==> config.mk <==
export PLATFORM = sky130hd
export DESIGN_NAME = code39_reflectance_decoder_unit
export DESIGN_NICKNAME = d
export VERILOG_FILES = /design/src/rtl/c39rd_pkg.sv /design/src/rtl/code39_reflectance_decoder_unit.sv
export SDC_FILE = /design/constraint.sdc
export NUM_CORES = 1
export LEC_CHECK = 0
export ABC_AREA = 1
export ABC_CLOCK_PERIOD_IN_PS = 38200
export BUFFER_PORTS_ARGS = -buffer_cell sky130_fd_sc_hd__buf_2
export CAP_MARGIN = 10
export CELL_PAD_IN_SITES_DETAIL_PLACEMENT = 2
export CELL_PAD_IN_SITES_GLOBAL_PLACEMENT = 2
export CORE_UTILIZATION = 46
export CTS_BUF_LIST = sky130_fd_sc_hd__clkbuf_8
export DETAILED_ROUTE_END_ITERATION = 10
export PLACE_DENSITY = 0.91
export REMOVE_ABC_BUFFERS = 1
export SETUP_SLACK_MARGIN = 0.3
export SLEW_MARGIN = 15
export SYNTH_ARGS = -nofsm -noshare
export SYNTH_HDL_FRONTEND = slang
export SYNTH_SLANG_ARGS = --single-unit
==> constraint.sdc <==
create_clock -name clk -period 38.2 [get_ports clk]
set_input_delay 7.64 -clock clk [delete_from_list [all_inputs] [get_ports clk]]
set_output_delay 7.64 -clock clk [all_outputs]
set_load 0.01 [all_outputs]
==> src/rtl/c39rd_pkg.sv <==
// Types, constants and the symbol table for the Code 39 reflectance decoder.
package c39rd_pkg;

  localparam int SAMPLE_BITS   = 12;
  localparam int TIME_BITS     = 32;
  localparam int THRESH_BITS   = 12;
  localparam int GAP_BITS      = 32;
  localparam int CHAR_BITS     = 8;
  localparam int ELEMENTS      = 9;
  localparam int TABLE_SIZE    = 40;
  localparam int CFG_IDX_BITS  = 1;
  localparam int CFG_DATA_BITS = 32;

  localparam logic [THRESH_BITS-1:0] THRESH_RESET = 12'd2200;
  localparam logic [GAP_BITS-1:0]    GAP_RESET    = 32'd500000;
  localparam logic [CHAR_BITS-1:0]   INVALID_CHAR = 8'd63;

  typedef enum logic [CFG_IDX_BITS-1:0] {
    REG_BLACK_THRESHOLD = 1'b0,
    REG_END_GAP         = 1'b1
  } cfg_reg_t;

  typedef logic [ELEMENTS-1:0]  sym_mask_t;
  typedef logic [CHAR_BITS-1:0] sym_char_t;

  localparam sym_mask_t SYM_MASKS [TABLE_SIZE] = '{
    9'h034, 9'h121, 9'h061, 9'h160, 9'h031, 9'h130, 9'h070, 9'h025, 9'h124, 9'h064,
    9'h109, 9'h049, 9'h148, 9'h019, 9'h118, 9'h058, 9'h00D, 9'h10C, 9'h04C, 9'h01C,
    9'h103, 9'h043, 9'h142, 9'h013, 9'h112, 9'h052, 9'h007, 9'h106, 9'h046, 9'h016,
    9'h181, 9'h0C1, 9'h1C0, 9'h091, 9'h190, 9'h0D0, 9'h085, 9'h184, 9'h0C4, 9'h094
  };

  localparam sym_char_t SYM_CHARS [TABLE_SIZE] = '{
    8'h30, 8'h31, 8'h32, 8'h33, 8'h34, 8'h35, 8'h36, 8'h37, 8'h38, 8'h39,
    8'h41, 8'h42, 8'h43, 8'h44, 8'h45, 8'h46, 8'h47, 8'h48, 8'h49, 8'h4A,
    8'h4B, 8'h4C, 8'h4D, 8'h4E, 8'h4F, 8'h50, 8'h51, 8'h52, 8'h53, 8'h54,
    8'h55, 8'h56, 8'h57, 8'h58, 8'h59, 8'h5A, 8'h2D, 8'h2E, 8'h20, 8'h2A
  };

endpackage

==> src/rtl/code39_reflectance_decoder_unit.sv <==
// Code 39 reflectance decoder: thresholds timestamped reflectance samples into
// bars and spaces, measures the nine elements of a symbol and decodes it.
// One sample request is taken every clock cycle while in_stall is low. A result
// request passes through a snapshot register, a minimum-width register and the
// classify-and-match output register after the sample that closes the ninth
// element or ends a symbol on a long white gap. in_stall rises only while all
// three result stages are full and the output is stalled. Configuration writes
// take effect on the next sample.
module code39_reflectance_decoder_unit #(
  parameter int WIDTH_BITS = 16
) (
  input  logic                                 clk,
  input  logic                                 rst_n,
  input  logic                                 in_valid,
  output logic                                 in_stall,
  input  logic [c39rd_pkg::SAMPLE_BITS-1:0]    in_sample,
  input  logic [c39rd_pkg::TIME_BITS-1:0]      in_time_us,
  output logic                                 out_valid,
  input  logic                                 out_stall,
  output logic [c39rd_pkg::CHAR_BITS-1:0]      out_char_code,
  output logic                                 out_valid_res,
  output logic                                 out_reversed,
  input  logic                                 cfg_wr_en,
  input  logic [c39rd_pkg::CFG_IDX_BITS-1:0]   cfg_index,
  input  logic [c39rd_pkg::CFG_DATA_BITS-1:0]  cfg_wdata
);
  import c39rd_pkg::*;

  localparam int STORE     = ELEMENTS - 1;
  localparam int IDX_BITS  = $clog2(STORE);
  localparam int CNT_BITS  = $clog2(ELEMENTS);
  localparam logic [CNT_BITS-1:0] CNT_LAST = CNT_BITS'(ELEMENTS - 1);
  localparam logic [63:0] WMAX64 = (64'd1 << WIDTH_BITS) - 64'd1;
  localparam logic [TIME_BITS-1:0] WMAX = WMAX64[TIME_BITS-1:0];

  logic [THRESH_BITS-1:0] thr_r;
  logic [GAP_BITS-1:0]    gap_r;

  logic                   active_r, active_nxt;
  logic                   last_black_r, last_black_nxt;
  logic [TIME_BITS-1:0]   edge_r, edge_nxt;
  logic [CNT_BITS-1:0]    count_r, count_nxt;
  logic [WIDTH_BITS-1:0]  wid_r [STORE];

  logic                   snap_v_r;
  logic                   snap_gap_r;
  logic [WIDTH_BITS-1:0]  snap_w_r [ELEMENTS];

  logic                   d_v_r;
  logic                   d_gap_r;
  logic [WIDTH_BITS-1:0]  d_w_r [ELEMENTS];
  logic [WIDTH_BITS-1:0]  d_min_r;

  logic                   out_v_r;
  logic [CHAR_BITS-1:0]   out_char_r, out_char_nxt;
  logic                   out_vres_r, out_vres_nxt;
  logic                   out_rev_r, out_rev_nxt;

  logic                   out_adv, d_adv, s_adv, accept;
  logic                   black;
  logic [TIME_BITS-1:0]   dur;
  logic [WIDTH_BITS-1:0]  dur_sat;
  logic                   emit, emit_gap, store;
  logic [WIDTH_BITS-1:0]  min_w;
  logic [WIDTH_BITS+1:0]  min3;
  logic [ELEMENTS-1:0]    fwd, rev;

  assign out_adv  = !out_v_r || !out_stall;
  assign d_adv    = !d_v_r || out_adv;
  assign s_adv    = !snap_v_r || d_adv;
  assign in_stall = !s_adv;
  assign accept   = in_valid && s_adv;

  assign black   = in_sample > thr_r;
  assign dur     = in_time_us - edge_r;
  assign dur_sat = (dur > WMAX) ? WMAX[WIDTH_BITS-1:0] : dur[WIDTH_BITS-1:0];

  always_comb begin
    active_nxt     = active_r;
    last_black_nxt = last_black_r;
    edge_nxt       = edge_r;
    count_nxt      = count_r;
    emit           = 1'b0;
    emit_gap       = 1'b0;
    store          = 1'b0;
    if (accept) begin
      if (!active_r) begin
        if (black) begin
          active_nxt     = 1'b1;
          count_nxt      = '0;
          last_black_nxt = 1'b1;
          edge_nxt       = in_time_us;
        end
      end else if (black != last_black_r) begin
        if (black && (dur > gap_r)) begin
          emit           = 1'b1;
          emit_gap       = 1'b1;
          active_nxt     = 1'b1;
          count_nxt      = '0;
          last_black_nxt = 1'b1;
          edge_nxt       = in_time_us;
        end else begin
          store          = 1'b1;
          last_black_nxt = black;
          edge_nxt       = in_time_us;
          if (count_r == CNT_LAST) begin
            emit       = 1'b1;
            count_nxt  = '0;
            active_nxt = 1'b0;
          end else begin
            count_nxt = count_r + 1'b1;
          end
        end
      end
    end
  end

  // The narrowest of the nine captured elements.
  always_comb begin
    min_w = snap_w_r[0];
    for (int i = 1; i < ELEMENTS; i++) begin
      if (snap_w_r[i] < min_w) begin
        min_w = snap_w_r[i];
      end
    end
  end

  // An element is wide when twice its width exceeds three times the minimum.
  assign min3 = {2'b00, d_min_r} + {1'b0, d_min_r, 1'b0};

  always_comb begin
    for (int i = 0; i < ELEMENTS; i++) begin
      fwd[ELEMENTS-1-i] = {1'b0, d_w_r[i], 1'b0} > min3;
      rev[i]            = {1'b0, d_w_r[i], 1'b0} > min3;
    end
  end

  // Walking the table from the end lets the lowest entry win, and a forward
  // match beats a reversed one at the same entry.
  always_comb begin
    out_char_nxt = INVALID_CHAR;
    out_vres_nxt = 1'b0;
    out_rev_nxt  = 1'b0;
    for (int i = TABLE_SIZE - 1; i >= 0; i--) begin
      if (rev == SYM_MASKS[i]) begin
        out_char_nxt = SYM_CHARS[i];
        out_vres_nxt = 1'b1;
        out_rev_nxt  = 1'b1;
      end
      if (fwd == SYM_MASKS[i]) begin
        out_char_nxt = SYM_CHARS[i];
        out_vres_nxt = 1'b1;
        out_rev_nxt  = 1'b0;
      end
    end
    if (d_gap_r) begin
      out_char_nxt = INVALID_CHAR;
      out_vres_nxt = 1'b0;
      out_rev_nxt  = 1'b0;
    end
  end

  always_ff @(posedge clk) begin
    if (!rst_n) begin
      thr_r        <= THRESH_RESET;
      gap_r        <= GAP_RESET;
      active_r     <= 1'b0;
      last_black_r <= 1'b0;
      count_r      <= '0;
      snap_v_r     <= 1'b0;
      d_v_r        <= 1'b0;
      out_v_r      <= 1'b0;
    end else begin
      if (cfg_wr_en) begin
        unique case (cfg_reg_t'(cfg_index))
          REG_BLACK_THRESHOLD: thr_r <= cfg_wdata[THRESH_BITS-1:0];
          REG_END_GAP:         gap_r <= cfg_wdata[GAP_BITS-1:0];
          default:             thr_r <= thr_r;
        endcase
      end
      active_r     <= active_nxt;
      last_black_r <= last_black_nxt;
      count_r      <= count_nxt;
      if (s_adv) begin
        snap_v_r <= emit;
      end
      if (d_adv) begin
        d_v_r <= snap_v_r;
      end
      if (out_adv) begin
        out_v_r <= d_v_r;
      end
    end
  end

  always_ff @(posedge clk) begin
    edge_r <= edge_nxt;
    if (store && (count_r != CNT_LAST)) begin
      wid_r[count_r[IDX_BITS-1:0]] <= dur_sat;
    end
    if (emit) begin
      snap_gap_r <= emit_gap;
      for (int i = 0; i < STORE; i++) begin
        snap_w_r[i] <= wid_r[i];
      end
      snap_w_r[STORE] <= dur_sat;
    end
    if (d_adv) begin
      d_gap_r <= snap_gap_r;
      d_min_r <= min_w;
      for (int i = 0; i < ELEMENTS; i++) begin
        d_w_r[i] <= snap_w_r[i];
      end
    end
    if (out_adv) begin
      out_char_r <= out_char_nxt;
      out_vres_r <= out_vres_nxt;
      out_rev_r  <= out_rev_nxt;
    end
  end

  assign out_valid     = out_v_r;
  assign out_char_code = out_char_r;
  assign out_valid_res = out_vres_r;
  assign out_reversed  = out_rev_r;

endmodule

==> Word level (Yosys, flattened, before mapping) <==
Memory sizes are Yosys's and may differ from the RTL's.
Index checks and enable logic that the tools add are counted.
{ "word_totals": {"reg_bits": 113, "ramBits": 416, "in_bits": 82, "out_inout_bits": 12, "elab_cells": 427, "mem_count": 3} }
{ "memory_table": {"columns": ["name", "depth", "width", "rd", "rd_clocked_by_memory_dff", "write_ports", "line_no", "rtl"], "rows": [
  ["d_w_r", 9, 16, 9, 0, 9, "code39_reflectance_decoder_unit.sv:51", "logic [WIDTH_BITS-1:0] d_w_r [ELEMENTS];"],
  ["snap_w_r", 9, 16, 9, 0, 9, "code39_reflectance_decoder_unit.sv:47", "logic [WIDTH_BITS-1:0] snap_w_r [ELEMENTS];"],
  ["wid_r", 8, 16, 8, 0, 1, "code39_reflectance_decoder_unit.sv:43", "logic [WIDTH_BITS-1:0] wid_r [STORE];"]
]} }
{ "classes": {"addsub": 3, "n_lt_le_gt_ge": 20, "n_eq_ne": 84, "muxes": 280, "n_bitwise": 1, "n_reduce_logical": 19} }
{ "ops": {"columns": ["cell", "n"], "rows": [
  ["two-way mux 7 bit", 59],
  ["== test 9 bit, second input constant", 32],
  ["two-way mux 1 bit", 183],
  ["== test 9 x 7 -> 1 bit, second input constant", 18],
  ["> comparator 17 x 18 -> 1 bit", 9],
  ["two-way mux 16 bit", 9],
  ["< comparator 16 bit", 8],
  ["== test 9 x 8 -> 1 bit, second input constant", 12],
  ["two-way mux 4 bit", 25],
  ["two-way mux 32 bit", 3],
  ["OR reduction 80 bit", 1],
  ["== test 9 x 5 -> 1 bit, second input constant", 8],
  ["== test 9 x 6 -> 1 bit, second input constant", 6],
  ["> comparator 32 x 16 -> 1 bit, second input constant", 1],
  ["> comparator 32 bit", 1],
  ["subtractor 32 bit", 1],
  ["OR reduction 21 bit", 1],
  ["adder 16 x 17 -> 18 bit", 1],
  ["== test 9 x 3 -> 1 bit, second input constant", 2],
  ["== test 9 x 4 -> 1 bit, second input constant", 2],
  ["> comparator 12 bit", 1],
  ["AND reduction 3 bit", 2],
  ["zero test 1 bit", 5],
  ["two-way mux 5 bit", 1],
  ["other kinds (11)", 16]
]} }

==> Logic depth before layout (Yosys ltp) <==
{ "depth": {"depth_word": 83, "depth_mapped": 97, "depth_no_buf": 89} }

==> Worst setup path before layout <==
No wires, ideal clock.
{ "synth_timing": {"kind": "input port to output port", "startpoint": "input out_stall", "endpoint": "output in_stall", "arrival_ns": 11.542, "required_time_ns": 30.560, "slack_ns": 19.018, "cell_stages": 4, "path_buffers": 0, "cell_sequence": "nand2_1 > nor2_1 > inv_1 > nor2_1"} }
{ "synth_via": {"elab_chain_len": 5} }
{ "synth_rtl": {"columns": ["item", "line_no", "rtl"], "rows": [
  ["start: declaration", "code39_reflectance_decoder_unit.sv:19", "input logic out_stall,"],
  ["zero test 1 bit", "code39_reflectance_decoder_unit.sv:68", "assign out_adv = !out_v_r || !out_stall;"],
  ["logical OR 1 bit", "code39_reflectance_decoder_unit.sv:68", null],
  ["logical OR 1 bit", "code39_reflectance_decoder_unit.sv:69", "assign d_adv = !d_v_r || out_adv;"],
  ["net d_adv", "code39_reflectance_decoder_unit.sv:59", "logic out_adv, d_adv, s_adv, accept;"],
  ["logical OR 1 bit", "code39_reflectance_decoder_unit.sv:70", "assign s_adv = !snap_v_r || d_adv;"],
  ["zero test 1 bit", "code39_reflectance_decoder_unit.sv:71", "assign in_stall = !s_adv;"],
  ["end: declaration", "code39_reflectance_decoder_unit.sv:15", "output logic in_stall,"]
]} }
The timed path passes the listed nets, and every way through them passes these cells.

==> flow_summary.json <==
{
  "instances_no_fill": 3815,
  "fp.dieH_um": 251,
  "setup_tns_ns": 0,
  "crit_path_frequent_cell": "nand2_1",
  "synthesis.area_mm2": 0.0284,
  "yosys_most_used_dff": "edfxtp_1",
  "cts_setup_buffers": 0,
  "power_uw": 1430,
  "post_dp_cell_area_mm2": 0.0299,
  "grt_usage": 0.388,
  "nNetsFinal": 3378,
  "ys_types": 53,
  "period_share": 0.529,
  "status": "complete, no violations",
  "drtPass1Iterations": 5,
  "clock_path_buffers": 3,
  "die-area_mm2": 0.0628,
  "required_ns": 38.66,
  "start_util": 0.468,
  "cts_hold_buffers": 0,
  "htreeDepth": 3,
  "pre_cts_slack_ns": 20.50,
  "hold_viol_final": 0,
  "drt_wl_total_mm": 125,
  "via_per_inst": 6.40,
  "finalInstanceArea_mm2": 0.0316,
  "row_count": 90,
  "cts_tree": "done",
  "drc": 0,
  "tightest_slew_ns": 1.34,
  "cts-resized-gates": 0,
  "insertion_delay_ns": 0.74,
  "leakage_uw": 0.0135,
  "cts_sinks": 528,
  "reg2reg_to": "d_min_r[15]",
  "p_per_area_mw_per_mm2": 45.3,
  "slew_headroom": 0.0865,
  "ys_ff_latch": 528,
  "drive_gt1_frac": 0.0917,
  "ir_worst_vdd_uv": 31.1,
  "cts-buffers-inserted": 93,
  "drtAntennaViolNets": 0,
  "cp_max_fo": 31,
  "cp-end-kind": "register",
  "grt_pass1_vias": 27500,
  "clock-skew-final_ns": 0.0513,
  "yosysWarnings": 0,
  "overflow": 0,
  "timing.final.ws_setup_ns": 18.01,
  "synth_edf_count": 475,
  "antenna_found_initial": 2,
  "max-cap-violations": 0,
  "min_path_cells": 0,
  "dieWidth_um": 251,
  "cts-root-buf": "clkbuf_8",
  "max_stage_delay_ns": 1.11,
  "r2r_setup_slack_ns": 18.01,
  "area_growth_pct": 11.2,
  "wl_per_cell_um": 32.9,
  "rsz0062_at_grt": "no",
  "dp_cells": 3651,
  "r2r_cells": 59,
  "holdPathEnd": "snap_w_r[0][14]",
  "num_io_pins": 94,
  "core_area_mm2": 0.0607,
  "setup_viol": 0,
  "async_reset_ff_frac": 0,
  "r2r_start": "snap_w_r[0][21]",
  "drt_iter0_markers": 2127,
  "hp-start": "wid_r[0][14]",
  "finalCriticalPeriod_ns": 20.19,
  "final_max_slew_viol_count": 0,
  "place_congestion": 0.919,
  "ys_seq_area_frac": 0.539,
  "portBuffers": 92,
  "grt_max_degree": 105,
  "start_kind": "register",
  "worstPathArrival_ns": 20.65,
  "cts.reportedPaths.clkPinSlew_ns": 0.09,
  "netlist_instances": 2798,
  "critPathKind": "reg2reg",
  "place_hpwl_mm": 80.9,
  "fmax_ghz": 0.0495,
  "hold_class": "reg2reg",
  "avgSynthCellArea_um2": 10.2,
  "slowest_stage": "a2111oi_0",
  "grt_pass1_wl_mm": 180,
  "vias": 24400
}
[critical path: cells and delay by family, from the launching register on]
family,cells,cell delay (ns)
simple gates,23,5.69
flops,1,0.57
buf+inv,2,0.16
fa+ha+maj,8,2.83
compound gates,26,10.60
[synth_stat cells, drive strengths merged (2+ instances only)]
| cell type | number | area (µm²) |
|---|---|---|
| nor2 | 209 | 787 |
| a41oi | 2 | 17.5 |
| nor4b | 2 | 17.5 |
| a211oi | 16 | 120 |
| dfxtp | 53 | 1060 |
| xnor2 | 11 | 96.3 |
| nand3 | 125 | 626 |
| o41ai | 5 | 43.8 |
| nand4 | 41 | 257 |
| o2111ai | 6 | 52.6 |
| buf | 21 | 110 |
| o311ai | 3 | 26.3 |
| clkinv | 2 | 7.51 |
| nor3 | 34 | 170 |
| o211ai | 21 | 158 |
| ha | 330 | 4130 |
| inv | 319 | 1200 |
| nand3b | 13 | 97.6 |
| a221oi | 2 | 17.5 |
| a31o | 4 | 35.0 |
| clkbuf | 26 | 97.6 |
| o31ai | 5 | 37.5 |
| o21bai | 3 | 22.5 |
| o221a | 2 | 22.5 |
| a2111oi | 7 | 61.3 |
| o21ai | 196 | 981 |
| edfxtp | 475 | 14300 |
| a21oi | 198 | 991 |
| or4 | 4 | 30.0 |
| o22ai | 3 | 18.8 |
| a21o | 7 | 52.6 |
| nor4 | 15 | 93.8 |
| nand2 | 575 | 2200 |
| or2 | 4 | 25.0 |
| a31oi | 7 | 43.8 |
| xor2 | 38 | 333 |
| fa | 2 | 40.0 |
| o21a | 4 | 30.0 |
[kinds of logic after synthesis]
group / Yosys count / share of synthesized area
other: 1 / 0.000132
buffers and inverters: 368 / 0.0497
xor gates and xnor gates: 49 / 0.0151
and+or+nand+nor: 1025 / 0.152
adders and majority gates: 332 / 0.147
DFF: 528 / 0.539
AOI/OAI and AO/OA: 495 / 0.0972
[layer usage]
metal	routed length, µm	global-route usage	vias to the layer above
li1	-	-	10200
met1	44900	0.425	12400
met3	7850	0.0637	534
met4	9350	0.245	0
met2	63400	0.697	1306
met5	0	0	-
[cell type report]
type | count | area (µm²)
tap | 782 | 978
multi-input combinational | 1902 | 11700
timing repair buffer | 118 | 656
sequential | 528 | 15300
inverter | 321 | 1210
clock inverter | 58 | 288
clock buffer | 104 | 1430
antenna | 2 | 5.00
fill | 6102 | 29100
[where the power goes]
part,internal [µW],switching (µW)
sequential,638,11.1
combinational,71.7,170
clock,256,284
total,966,465
[per-stage QoR]
stage          utilization  hold slack (ns)
4_1_cts              0.521            0.406
3_3_place_gp         0.492            0.400
2_1_floorplan            -            0.400
6_report             0.521            0.398
5_1_grt              0.521            0.417
3_5_place_dp         0.492            0.405
[layout by cell type (no fill, tap or decap), types with 21 or more instances in the layout]
master and count:
a21oi_1 198, buf_2 92, buf_4 26, clkbuf_8 104, dfxtp_1 53, edfxtp_1 475
ha_1 330, inv_1 342, nand2_1 561, nand3_1 125, nand4_1 41, nor2_1 207
nor3_1 31, o211ai_1 21, o21ai_0 192, xor2_1 38
[worst max-delay path by stage]
stage | start | endpoint | slack [ns]
3_3_place_gp | out_stall | in_stall | 21.14
2_1_floorplan | out_stall | in_stall | 19.02
3_5_place_dp | snap_w_r[0][21] | d_min_r[3] | 20.50
5_1_grt | snap_w_r[0][21] | d_min_r[15] | 17.41
6_report | snap_w_r[0][21] | d_min_r[15] | 18.01
4_1_cts | snap_w_r[0][19] | d_min_r[15] | 18.85
[flip-flops by register name, summed over array words and instances, names as in the netlist]
signal / count
out_valid: 1
wid_r: 128
snap_v_r: 1
snap_gap_r: 1
d_w_r: 144
out_reversed: 1
edge_r: 32
d_min_r: 16
count_r: 4
out_valid_res: 1
d_gap_r: 1
last_black_r: 1
out_char_code: 7
d_v_r: 1
snap_w_r: 144
active_r: 1
gap_r: 32
thr_r: 12
(Power assumes the default switching activity.)
